**config.mk**
```make
export PLATFORM = sky130hd
export DESIGN_NAME = prime_and_coprime_checker_unit
export DESIGN_NICKNAME = d
export VERILOG_FILES = /design/src/design/pcc_pkg.sv /design/src/design/pcc_rem_unit.sv /design/src/design/prime_and_coprime_checker_unit.sv
export SDC_FILE = /design/constraint.sdc
export NUM_CORES = 1
export LEC_CHECK = 0
export BUFFER_PORTS_ARGS = -buffer_cell sky130_fd_sc_hd__buf_2
export CAP_MARGIN = 15
export CELL_PAD_IN_SITES_DETAIL_PLACEMENT = 0
export CELL_PAD_IN_SITES_GLOBAL_PLACEMENT = 1
export CORE_MARGIN = 3
export CORE_UTILIZATION = 30
export CTS_BUF_LIST = sky130_fd_sc_hd__clkbuf_2 sky130_fd_sc_hd__clkbuf_4 sky130_fd_sc_hd__clkbuf_8
export CTS_CLUSTER_SIZE = 8
export DETAILED_ROUTE_END_ITERATION = 12
export PLACE_DENSITY = 0.58
export SYNTH_ARGS = -nofsm -noshare
export SYNTH_HDL_FRONTEND = slang
export SYNTH_SLANG_ARGS = --single-unit
export TNS_END_PERCENT = 50
```
**constraint.sdc**
```tcl
create_clock -name i_clk -period 7.2 [get_ports i_clk]
set_clock_uncertainty 0.05 [all_clocks]
set_input_delay 2.16 -clock i_clk [delete_from_list [all_inputs] [get_ports i_clk]]
set_output_delay 2.16 -clock i_clk [all_outputs]
set_load 0.05 [all_outputs]
```
**src/design/pcc_pkg.sv**
```systemverilog
// ----------------------------------------------------------------------------
// pcc_pkg: shared definitions for the prime and coprime checker
// Operand width, remainder step counter width, square width and command codes.
// ----------------------------------------------------------------------------
package pcc_pkg;

    localparam int VALUE_BITS = 31;
    // Remainder unit counts down from VALUE_BITS to one
    localparam int CNT_BITS   = $clog2(VALUE_BITS + 1);
    // Running square of the trial divisor overshoots the candidate by < 2*sqrt+1
    localparam int SQ_BITS    = VALUE_BITS + 1;

    typedef logic [VALUE_BITS-1:0] t_value;

    typedef enum logic {
        CMD_PRIME   = 1'b0,
        CMD_COPRIME = 1'b1
    } t_cmd;

endpackage

```
**src/design/pcc_rem_unit.sv**
```systemverilog
// ----------------------------------------------------------------------------
// pcc_rem_unit: bit-serial remainder
// Restoring division, one dividend bit per cycle; gives dividend % divisor
// with a done strobe once the last dividend bit is in. Divisor must be nonzero.
// ----------------------------------------------------------------------------
module pcc_rem_unit (
    input  logic           i_clk,
    input  logic           i_rst_n,
    input  logic           i_start,
    input  pcc_pkg::t_value i_dividend,
    input  pcc_pkg::t_value i_divisor,
    output logic           o_done,
    output pcc_pkg::t_value o_rem
);
    import pcc_pkg::*;

    typedef enum logic {
        S_IDLE,
        S_RUN
    } t_state;

    t_state                r_state;
    logic                  r_done;
    logic [CNT_BITS-1:0]   r_cnt;
    t_value                r_dvd;
    t_value                r_dvs;
    t_value                r_rem;

    logic [VALUE_BITS:0]   w_trial;
    logic [VALUE_BITS:0]   w_diff;
    t_value                n_rem;

    // Shift in the next dividend bit, subtract divisor where it fits
    always_comb begin
        w_trial = {r_rem, r_dvd[VALUE_BITS-1]};
        w_diff  = w_trial - {1'b0, r_dvs};
        if (w_diff[VALUE_BITS]) begin
            n_rem = w_trial[VALUE_BITS-1:0];
        end else begin
            n_rem = w_diff[VALUE_BITS-1:0];
        end
    end

    always_ff @(posedge i_clk) begin
        if (!i_rst_n) begin
            r_state <= S_IDLE;
            r_done  <= 1'b0;
        end else begin
            r_done <= 1'b0;
            unique case (r_state)
                S_IDLE: begin
                    if (i_start) begin
                        r_dvd   <= i_dividend;
                        r_dvs   <= i_divisor;
                        r_rem   <= '0;
                        r_cnt   <= CNT_BITS'(VALUE_BITS);
                        r_state <= S_RUN;
                    end
                end
                S_RUN: begin
                    r_rem <= n_rem;
                    r_dvd <= {r_dvd[VALUE_BITS-2:0], 1'b0};
                    r_cnt <= r_cnt - 1'b1;
                    if (r_cnt == CNT_BITS'(1)) begin
                        r_done  <= 1'b1;
                        r_state <= S_IDLE;
                    end
                end
                default: r_state <= S_IDLE;
            endcase
        end
    end

    assign o_done = r_done;
    assign o_rem  = r_rem;

endmodule

```
**src/design/prime_and_coprime_checker_unit.sv**
```systemverilog
// ----------------------------------------------------------------------------
// prime_and_coprime_checker_unit: trial-division prime test and Euclid test
// Work: each trial divisor or Euclid step runs one remainder in pcc_rem_unit;
//   at 31 bits a prime test tries up to about 46340 divisors.
// Throughput: one word at a time; busy stays high until the verdict strobe,
//   and the next word may be taken in the strobe cycle.
// Reset: synchronous, active low; returns to idle and drops any work.
// The verdict is shown for one cycle only; the receiver cannot stall it.
// ----------------------------------------------------------------------------
module prime_and_coprime_checker_unit (
    input  logic            i_clk,
    input  logic            i_rst_n,
    input  logic            start,
    output logic            busy,
    input  logic            i_cmd,
    input  pcc_pkg::t_value i_first_value,
    input  pcc_pkg::t_value i_second_value,
    output logic            o_result_valid,
    output logic            o_verdict
);
    import pcc_pkg::*;

    // Prime: r_a holds the candidate, r_b the trial divisor, r_sq its square.
    // Coprime: r_a and r_b hold the Euclid pair.
    typedef enum logic [2:0] {
        S_IDLE,
        S_PCHK,
        S_PWAIT,
        S_GCHK,
        S_GWAIT
    } t_state;

    t_state               r_state;
    logic                 r_valid;
    logic                 r_verdict;
    logic                 r_rem_start;
    t_value               r_a;
    t_value               r_b;
    logic [SQ_BITS-1:0]   r_sq;

    logic                 w_rem_done;
    t_value               w_rem;

    pcc_rem_unit u_rem (
        .i_clk      (i_clk),
        .i_rst_n    (i_rst_n),
        .i_start    (r_rem_start),
        .i_dividend (r_a),
        .i_divisor  (r_b),
        .o_done     (w_rem_done),
        .o_rem      (w_rem)
    );

    always_ff @(posedge i_clk) begin
        if (!i_rst_n) begin
            r_state     <= S_IDLE;
            r_valid     <= 1'b0;
            r_verdict   <= 1'b0;
            r_rem_start <= 1'b0;
        end else begin
            // Strobe and remainder start are single-cycle pulses
            r_valid     <= 1'b0;
            r_rem_start <= 1'b0;
            unique case (r_state)
                S_IDLE: begin
                    if (start) begin
                        r_a  <= i_first_value;
                        if (t_cmd'(i_cmd) == CMD_COPRIME) begin
                            r_b     <= i_second_value;
                            r_state <= S_GCHK;
                        end else if (i_first_value < VALUE_BITS'(2)) begin
                            // Zero and one are not prime: answer at once
                            r_valid   <= 1'b1;
                            r_verdict <= 1'b0;
                        end else begin
                            r_b     <= VALUE_BITS'(2);
                            r_sq    <= SQ_BITS'(4);
                            r_state <= S_PCHK;
                        end
                    end
                end
                S_PCHK: begin
                    if (r_sq > {1'b0, r_a}) begin
                        // No divisor up to the square root: prime
                        r_valid   <= 1'b1;
                        r_verdict <= 1'b1;
                        r_state   <= S_IDLE;
                    end else begin
                        r_rem_start <= 1'b1;
                        r_state     <= S_PWAIT;
                    end
                end
                S_PWAIT: begin
                    if (w_rem_done) begin
                        if (w_rem == '0) begin
                            r_valid   <= 1'b1;
                            r_verdict <= 1'b0;
                            r_state   <= S_IDLE;
                        end else begin
                            // Advance divisor; (d+1)^2 = d^2 + 2d + 1
                            r_b     <= r_b + 1'b1;
                            r_sq    <= r_sq + {r_b, 1'b1};
                            r_state <= S_PCHK;
                        end
                    end
                end
                S_GCHK: begin
                    if (r_b == '0) begin
                        // gcd sits in r_a: coprime only when it is one
                        r_valid   <= 1'b1;
                        r_verdict <= (r_a == VALUE_BITS'(1));
                        r_state   <= S_IDLE;
                    end else begin
                        r_rem_start <= 1'b1;
                        r_state     <= S_GWAIT;
                    end
                end
                S_GWAIT: begin
                    if (w_rem_done) begin
                        r_a     <= r_b;
                        r_b     <= w_rem;
                        r_state <= S_GCHK;
                    end
                end
                default: r_state <= S_IDLE;
            endcase
        end
    end

    assign busy           = (r_state != S_IDLE);
    assign o_result_valid = r_valid;
    assign o_verdict      = r_verdict;

endmodule

```
==> results of run 1 <==
==> cell usage in the layout (no fill, tap or decap), types with 15 or more instances in the layout <==
cell type | synthesis | routed
clkbuf_8 | 0 | 17
o21ai_0 | 89 | 89
a21oi_1 | 64 | 64
a31oi_1 | 16 | 16
nand2_1 | 216 | 215
a22oi_1 | 25 | 25
a21o_1 | 38 | 38
inv_1 | 89 | 89
edfxtp_1 | 192 | 192
xnor2_1 | 29 | 29
nand4_1 | 27 | 27
ha_1 | 96 | 96
nor2_1 | 69 | 69
and3_1 | 19 | 19
buf_2 | 1 | 68
nor3_1 | 20 | 20
buf_4 | 0 | 15
nor4_1 | 32 | 31
nand3_1 | 33 | 33
xor2_1 | 39 | 39
mux2i_1 | 28 | 28
==> sequential cells by signal (all words and copies together) (netlist names) <==
register        cells
o_verdict           1
r_b                31
o_result_valid      1
u_rem.r_dvd        31
u_rem.r_dvs        31
u_rem.o_done        1
r_state             3
r_sq               32
u_rem.r_cnt         5
r_rem_start         1
u_rem.r_state       1
r_a                31
u_rem.o_rem        31
==> worst paths after layout <==
path	startpoint	to	slack, ns	depth (start not counted)
hold reg to reg	u_rem.r_dvd[15]$_DFFE_PP_	u_rem.r_dvd[16]$_DFFE_PP_	0.48	2
setup / recovery	i_first_value[16]	r_b[4]$_DFFE_PP_	2.95	8
hold / removal	u_rem.r_dvd[15]$_DFFE_PP_	u_rem.r_dvd[16]$_DFFE_PP_	0.48	2
setup reg to reg	u_rem.o_rem[9]$_SDFFCE_PN0P_	u_rem.o_rem[23]$_SDFFCE_PN0P_	3.19	12
==> cells by family after synthesis <==
| group | count (synthesis) | synth area share |
|---|---|---|
| buf+inv | 136 | 0.0408 |
| flops | 200 | 0.453 |
| compound gates | 319 | 0.158 |
| xor+xnor | 68 | 0.0455 |
| fa+ha+maj | 98 | 0.0948 |
| mux | 29 | 0.0223 |
| simple gates | 499 | 0.185 |
==> power breakdown <==
part | switching (W) | internal [W] | total [W]
sequential | 0.000285 | 0.00155 | 0.00184
clock | 0.000451 | 0.000323 | 0.000774
combinational | 0.000930 | 0.000564 | 0.00149
total | 0.00167 | 0.00244 | 0.00411
==> cell type report <==
type                       instances  area, sq um
fill                            4449        28000
multi-input combinational       1013         6660
sequential                       200         5930
tap                              577          722
timing repair buffer              83          453
inverter                          89          334
clock buffer                      18          241
clock inverter                    14          161
==> per-stage QoR <==
stage / util / instance area, sq um / hold WS (ns) / std cells
finish: 0.341 / 14500 / 0.482 / 1994
CTS: 0.341 / 14500 / 0.488 / 1994
global route: 0.341 / 14500 / 0.498 / 1994
global placement: 0.332 / 14100 / 0.451 / 1962
floorplan: - / 13100 / 0.405 / 1349
detailed placement: 0.332 / 14100 / 0.467 / 1962
==> layer usage <==
layer,share of wire,up-vias,track usage
met3,0.044,44,0.0251
met4,0.019,0,0.0483
li1,-,5092,-
met5,0,-,0
met2,0.46,242,0.283
met1,0.48,5094,0.251
==> worst min-delay path, delay by kind of cell (launching register included) <==
family / cells / cell delay [ns]
AND/OR/NAND/NOR: 1 / 0.05
flip-flops: 1 / 0.34
AO/OA/AOI/OAI: 1 / 0.06
==> results.py, run 1 <==
metrics = {
    "outcome": {
        "status": "finished, final reports clean",
    },
    "cts": {
        "cts.htree.levels": 4,
        "numCtsBuffers": 17,
        "clk_pin_slew_ns": 0.12,
        "clk_latency_ns": 0.49,
        "clock-sinks": 200,
        "cts_setup_buffers": 0,
        "cts_tree": "yes",
        "cts_hold_buf": 0,
        "root_buffer": "clkbuf_8",
        "clockBufferDepth": 2,
        "cts_resized": 0,
    },
    "finish": {
        "nNetsFinal": 1568,
        "n_antenna_cell": 0,
        "synthToLayoutAreaGrowth_pct": 10.8,
        "drive_gt1_frac": 0.100,
    },
    "setup_path": {
        "path_cells": "buf_2, nor4_1, nand4_1, or3_1, a21oi_1, nor2_1, and4b_1, buf_4",
        "worstSetupPathType": "input pin to flop",
        "path_max_fanout": 31,
        "cp.required_ns": 7.34,
        "cp-end-kind": "flop",
        "cpPeakStageDelay_ns": 0.48,
        "critPathBufInv": 2,
        "cp.arrival_ns": 4.39,
        "critical-path-top-delay-family": "simple AND/OR/NAND/NOR gates",
        "slowest_stage": "nor4_1",
        "start_kind": "input pin",
    },
    "synthesis": {
        "synth_flop_cell": "edfxtp_1",
        "async_flop_share": 0,
        "yosysMostFrequentCell": "nand2_1",
        "synth-seq-cells": 200,
        "synth_cell_type_count": 77,
        "syn_area_sq_um": 13100,
        "yosys-top-cells-area": "edfxtp_1 44%, ha_1 9.2%, nand2_1 6.2%, o21ai_0 3.4%, xor2_1 2.6%",
        "yosys-top-cells-count": "216 x nand2_1, 192 x edfxtp_1, 96 x ha_1, 89 x inv_1, 89 x o21ai_0",
        "netlist.area_leader.share": 0.440,
        "syn-instance-count": 1349,
        "ys_seq_area_frac": 0.453,
        "synth_edf_count": 192,
        "syn_nets": 1513,
        "ys_warn_count": 0,
        "avgSynthCellArea_sq_um": 9.70,
        "synth_area_leader_cell": "edfxtp_1",
    },
    "hold_path": {
        "hold_class": "flop to flop",
    },
    "placed_design": {
        "gp_congestion": 0.846,
        "dp_hpwl_mm": 31.1,
        "io_buffer_count": 68,
        "dp_slack_ns": 2.41,
    },
    "route": {
        "avgViaCountPerCell": 5.25,
        "antenna_left": 0,
        "dr_total_vias": 10500,
        "drc": 0,
        "drtPass1Iterations": 7,
        "routed_wirelength_mm": 41.3,
        "drtIter0Drc": 744,
        "wire_per_inst_um": 20.7,
    },
    "timing": {
        "final-hold-violation-count": 0,
        "relSlewSlack": 0.412,
        "final.period_utilization": 0.590,
        "period_minus_slack_ns": 4.25,
        "rsz0062_at_grt": "no",
        "fin_ws_ns": 2.95,
        "setup-violations-final": 0,
        "finalMaxSlewViolations": 0,
        "worst_slew_pin_slew_ns": 0.875,
        "tns_ns": 0,
        "fmax_ghz": 0.236,
    },
    "power_and_ir_drop": {
        "powerDensity_nw_per_um2": 283,
        "peakVddDrop_mv": 0.136,
        "p_total_w": 0.00411,
        "p_leak_nw": 5.67,
    },
    "floorplan": {
        "die_h_um": 215,
        "floorplan.die.width_um": 215,
        "pin_count": 69,
        "initial_utilization": 0.308,
        "die-area_sq_um": 46200,
        "fp.coreArea_sq_um": 42500,
        "fp-row-count": 75,
    },
    "global_route": {
        "grtUsageTotal": 0.177,
        "grt_pass1_vias": 10400,
        "antenna_found_initial": 0,
        "gr-total-overflow": 0,
        "grt_max_degree": 68,
        "grt_pass1_wl_mm": 62.8,
    },
    "flow_run": {
        "drv_cap": 0,
    },
}
Note: power is estimated with default switching activity, not from simulation.
==> run 2, diff against run 1 <==
Settings changed: PLACE_DENSITY 0.58 to 0.6.
Clock period 7.2 ns to 3.5 ns, I/O delays scaled along.
==> run 2 against run 1 <==
Compared with the run above: first-iteration DRC count is 9.5% higher; critical endpoint is now u_rem.o_rem[7]$_SDFFCE_PN0P_; clock power grew 110%; highest routed layer is now met5; register-to-register slack got worse by 3.0 ns; core utilization is 1.2 points higher; critical path depth rose by 3; sequential share of layout area fell by 1.3 points; flip-flop and latch count stayed put; wire length grew 1.8%.
==> results.py, run 2 (synthesis gave the netlist of run 1 again) <==
metrics = {
    "global_route": {
        "grt_pass1_wl_mm": 63.1,
        "antenna_found_initial": 1,
        "grtUsageTotal": 0.178,
        "gr-total-overflow": 0,
        "grt_pass1_vias": 10400,
        "grt_max_degree": 66,
    },
    "timing": {
        "setup-violations-final": 0,
        "worst_slew_pin_slew_ns": 0.785,
        "tns_ns": 0,
        "finalMaxSlewViolations": 0,
        "relSlewSlack": 0.476,
        "fin_ws_ns": 0.195,
        "final-hold-violation-count": 0,
        "fmax_ghz": 0.303,
        "final.period_utilization": 0.944,
        "hold_ws_ns": 0.486,
        "period_minus_slack_ns": 3.31,
    },
    "cts": {
        "cts_tree": "yes",
        "cts.htree.levels": 4,
        "numCtsBuffers": 17,
        "clockBufferDepth": 2,
        "clk_pin_slew_ns": 0.11,
        "cts_hold_buf": 0,
        "clock-sinks": 200,
        "root_buffer": "clkbuf_8",
        "clk_latency_ns": 0.51,
    },
    "setup_path": {
        "path_max_fanout": 9,
        "worstSetupPathType": "flop to flop",
        "cp.arrival_ns": 3.60,
        "cp.required_ns": 3.79,
        "start_kind": "flop",
        "cp-end-kind": "flop",
    },
    "finish": {
        "n_fill_cell": 4383,
        "largest_reg_flops": 32,
        "synthToLayoutAreaGrowth_pct": 14.5,
        "nNetsFinal": 1625,
        "drive_gt1_frac": 0.137,
        "layout_common_cells": "215 x nand2_1, 192 x edfxtp_1, 96 x ha_1, 89 x inv_1, 89 x o21ai_0",
        "n_antenna_cell": 0,
        "regMostFlops": "r_sq",
        "final_common_cell": "nand2_1",
        "finalInstanceArea_sq_um": 15000,
    },
    "placed_design": {
        "io_buffer_count": 68,
        "dp_slack_ns": 0.143,
        "post_dp_cell_area_sq_um": 14500,
        "dp_hpwl_mm": 32.2,
        "gp_congestion": 0.875,
    },
    "power_and_ir_drop": {
        "p_comb_frac": 0.420,
        "p_int_w": 0.00521,
        "swShare": 0.403,
        "powerDensity_nw_per_um2": 582,
        "pwr-share-seq": 0.397,
        "peakVddDrop_mv": 0.272,
        "p_leak_nw": 5.95,
        "clockPowerShare": 0.183,
        "switching_power_w": 0.00352,
    },
    "outcome": {
        "status": "finished, final reports clean",
    },
    "floorplan": {
        "initial_utilization": 0.308,
        "die_h_um": 215,
        "die-area_sq_um": 46200,
        "fp-row-count": 75,
        "pin_count": 69,
        "fp.coreArea_sq_um": 42500,
        "floorplan.die.width_um": 215,
    },
    "route": {
        "drtIter0Drc": 815,
        "drc": 0,
        "antenna_left": 0,
        "dr_total_vias": 10600,
        "routed_wirelength_mm": 42.0,
        "drtPass1Iterations": 5,
        "wire_per_inst_um": 20.5,
        "avgViaCountPerCell": 5.19,
    },
    "hold_path": {
        "hold_class": "flop to flop",
    },
    "flow_run": {
        "drv_cap": 0,
    },
}
-- run 2: cell count changes in the layout (fill, tap and decap cells not counted), moves of 2 or more --
cell / delta
buf_4: +53
clkinv_4: -2
buf_12: +2
clkinvlp_4: +2
buf_6: +2
a21oi_2: +2
a21oi_1: -2
-- run 2: area by class of cell --
cell class,instances,area (sq um),share of cell area
timing repair buffer,140,913,0.0609
clock buffer,18,241,0.0161
tap,577,722,0.0482
inverter,89,334,0.0223
clock inverter,14,161,0.0108
sequential,200,5930,0.396
multi-input combinational,1013,6690,0.446
-- run 2: final timing paths --
| path | depth (start not counted) | startpoint | endpoint | slack [ns] |
|---|---|---|---|---|
| max | 11 | u_rem.o_rem[0]$_SDFFCE_PN0P_ | u_rem.o_rem[7]$_SDFFCE_PN0P_ | 0.19 |
| min | 2 | u_rem.r_dvd[23]$_DFFE_PP_ | u_rem.r_dvd[24]$_DFFE_PP_ | 0.49 |
| max reg2reg | 11 | u_rem.o_rem[0]$_SDFFCE_PN0P_ | u_rem.o_rem[7]$_SDFFCE_PN0P_ | 0.19 |
| min reg2reg | 2 | u_rem.r_dvd[23]$_DFFE_PP_ | u_rem.r_dvd[24]$_DFFE_PP_ | 0.49 |
-- run 2: worst max-delay path, stage by stage (launching register included) --
cell and delay [ns]:
edfxtp_1 0.46, ha_1 0.29, nor2b_2 0.14, o2111a_2 0.21, o21ai_1 0.09, o21a_1 0.22
o31a_1 0.33, a211oi_4 0.38, nor4_4 0.12, nor3_4 0.40, buf_6 0.24, mux2i_1 0.21
-- run 2: stage by stage --
stage	utilization	instances	total power, W
after floorplan	-	1349	0.00582
after global placement	0.342	2016	0.00716
after detailed placement	0.342	2016	0.00716
after CTS	0.351	2048	0.00877
after global routing	0.353	2051	0.00928
final	0.353	2051	0.00873
-- run 2: timing repair --
item | in CTS | in global routing
setup buffers | 0 | 3
resized for setup | 0 | 6
endpoints found under the setup margin | 0 | 29
-- run 2: routing by layer --
| metal | share of wire | track usage | vias up |
|---|---|---|---|
| li1 | - | - | 5200 |
| met1 | 0.47 | 0.249 | 5158 |
| met2 | 0.47 | 0.290 | 235 |
| met3 | 0.041 | 0.0212 | 41 |
| met4 | 0.023 | 0.0566 | 2 |
| met5 | 0.00024 | 0 | - |
-- run 2: power by group through the flow --
stage	Combinational [W]	Clock (W)	Sequential [W]
final	0.00367	0.00160	0.00346
after global placement	0.00363	0	0.00352
after floorplan	0.00231	0	0.00351
after detailed placement	0.00364	0	0.00352
after global routing	0.00405	0.00172	0.00350
after CTS	0.00366	0.00164	0.00347
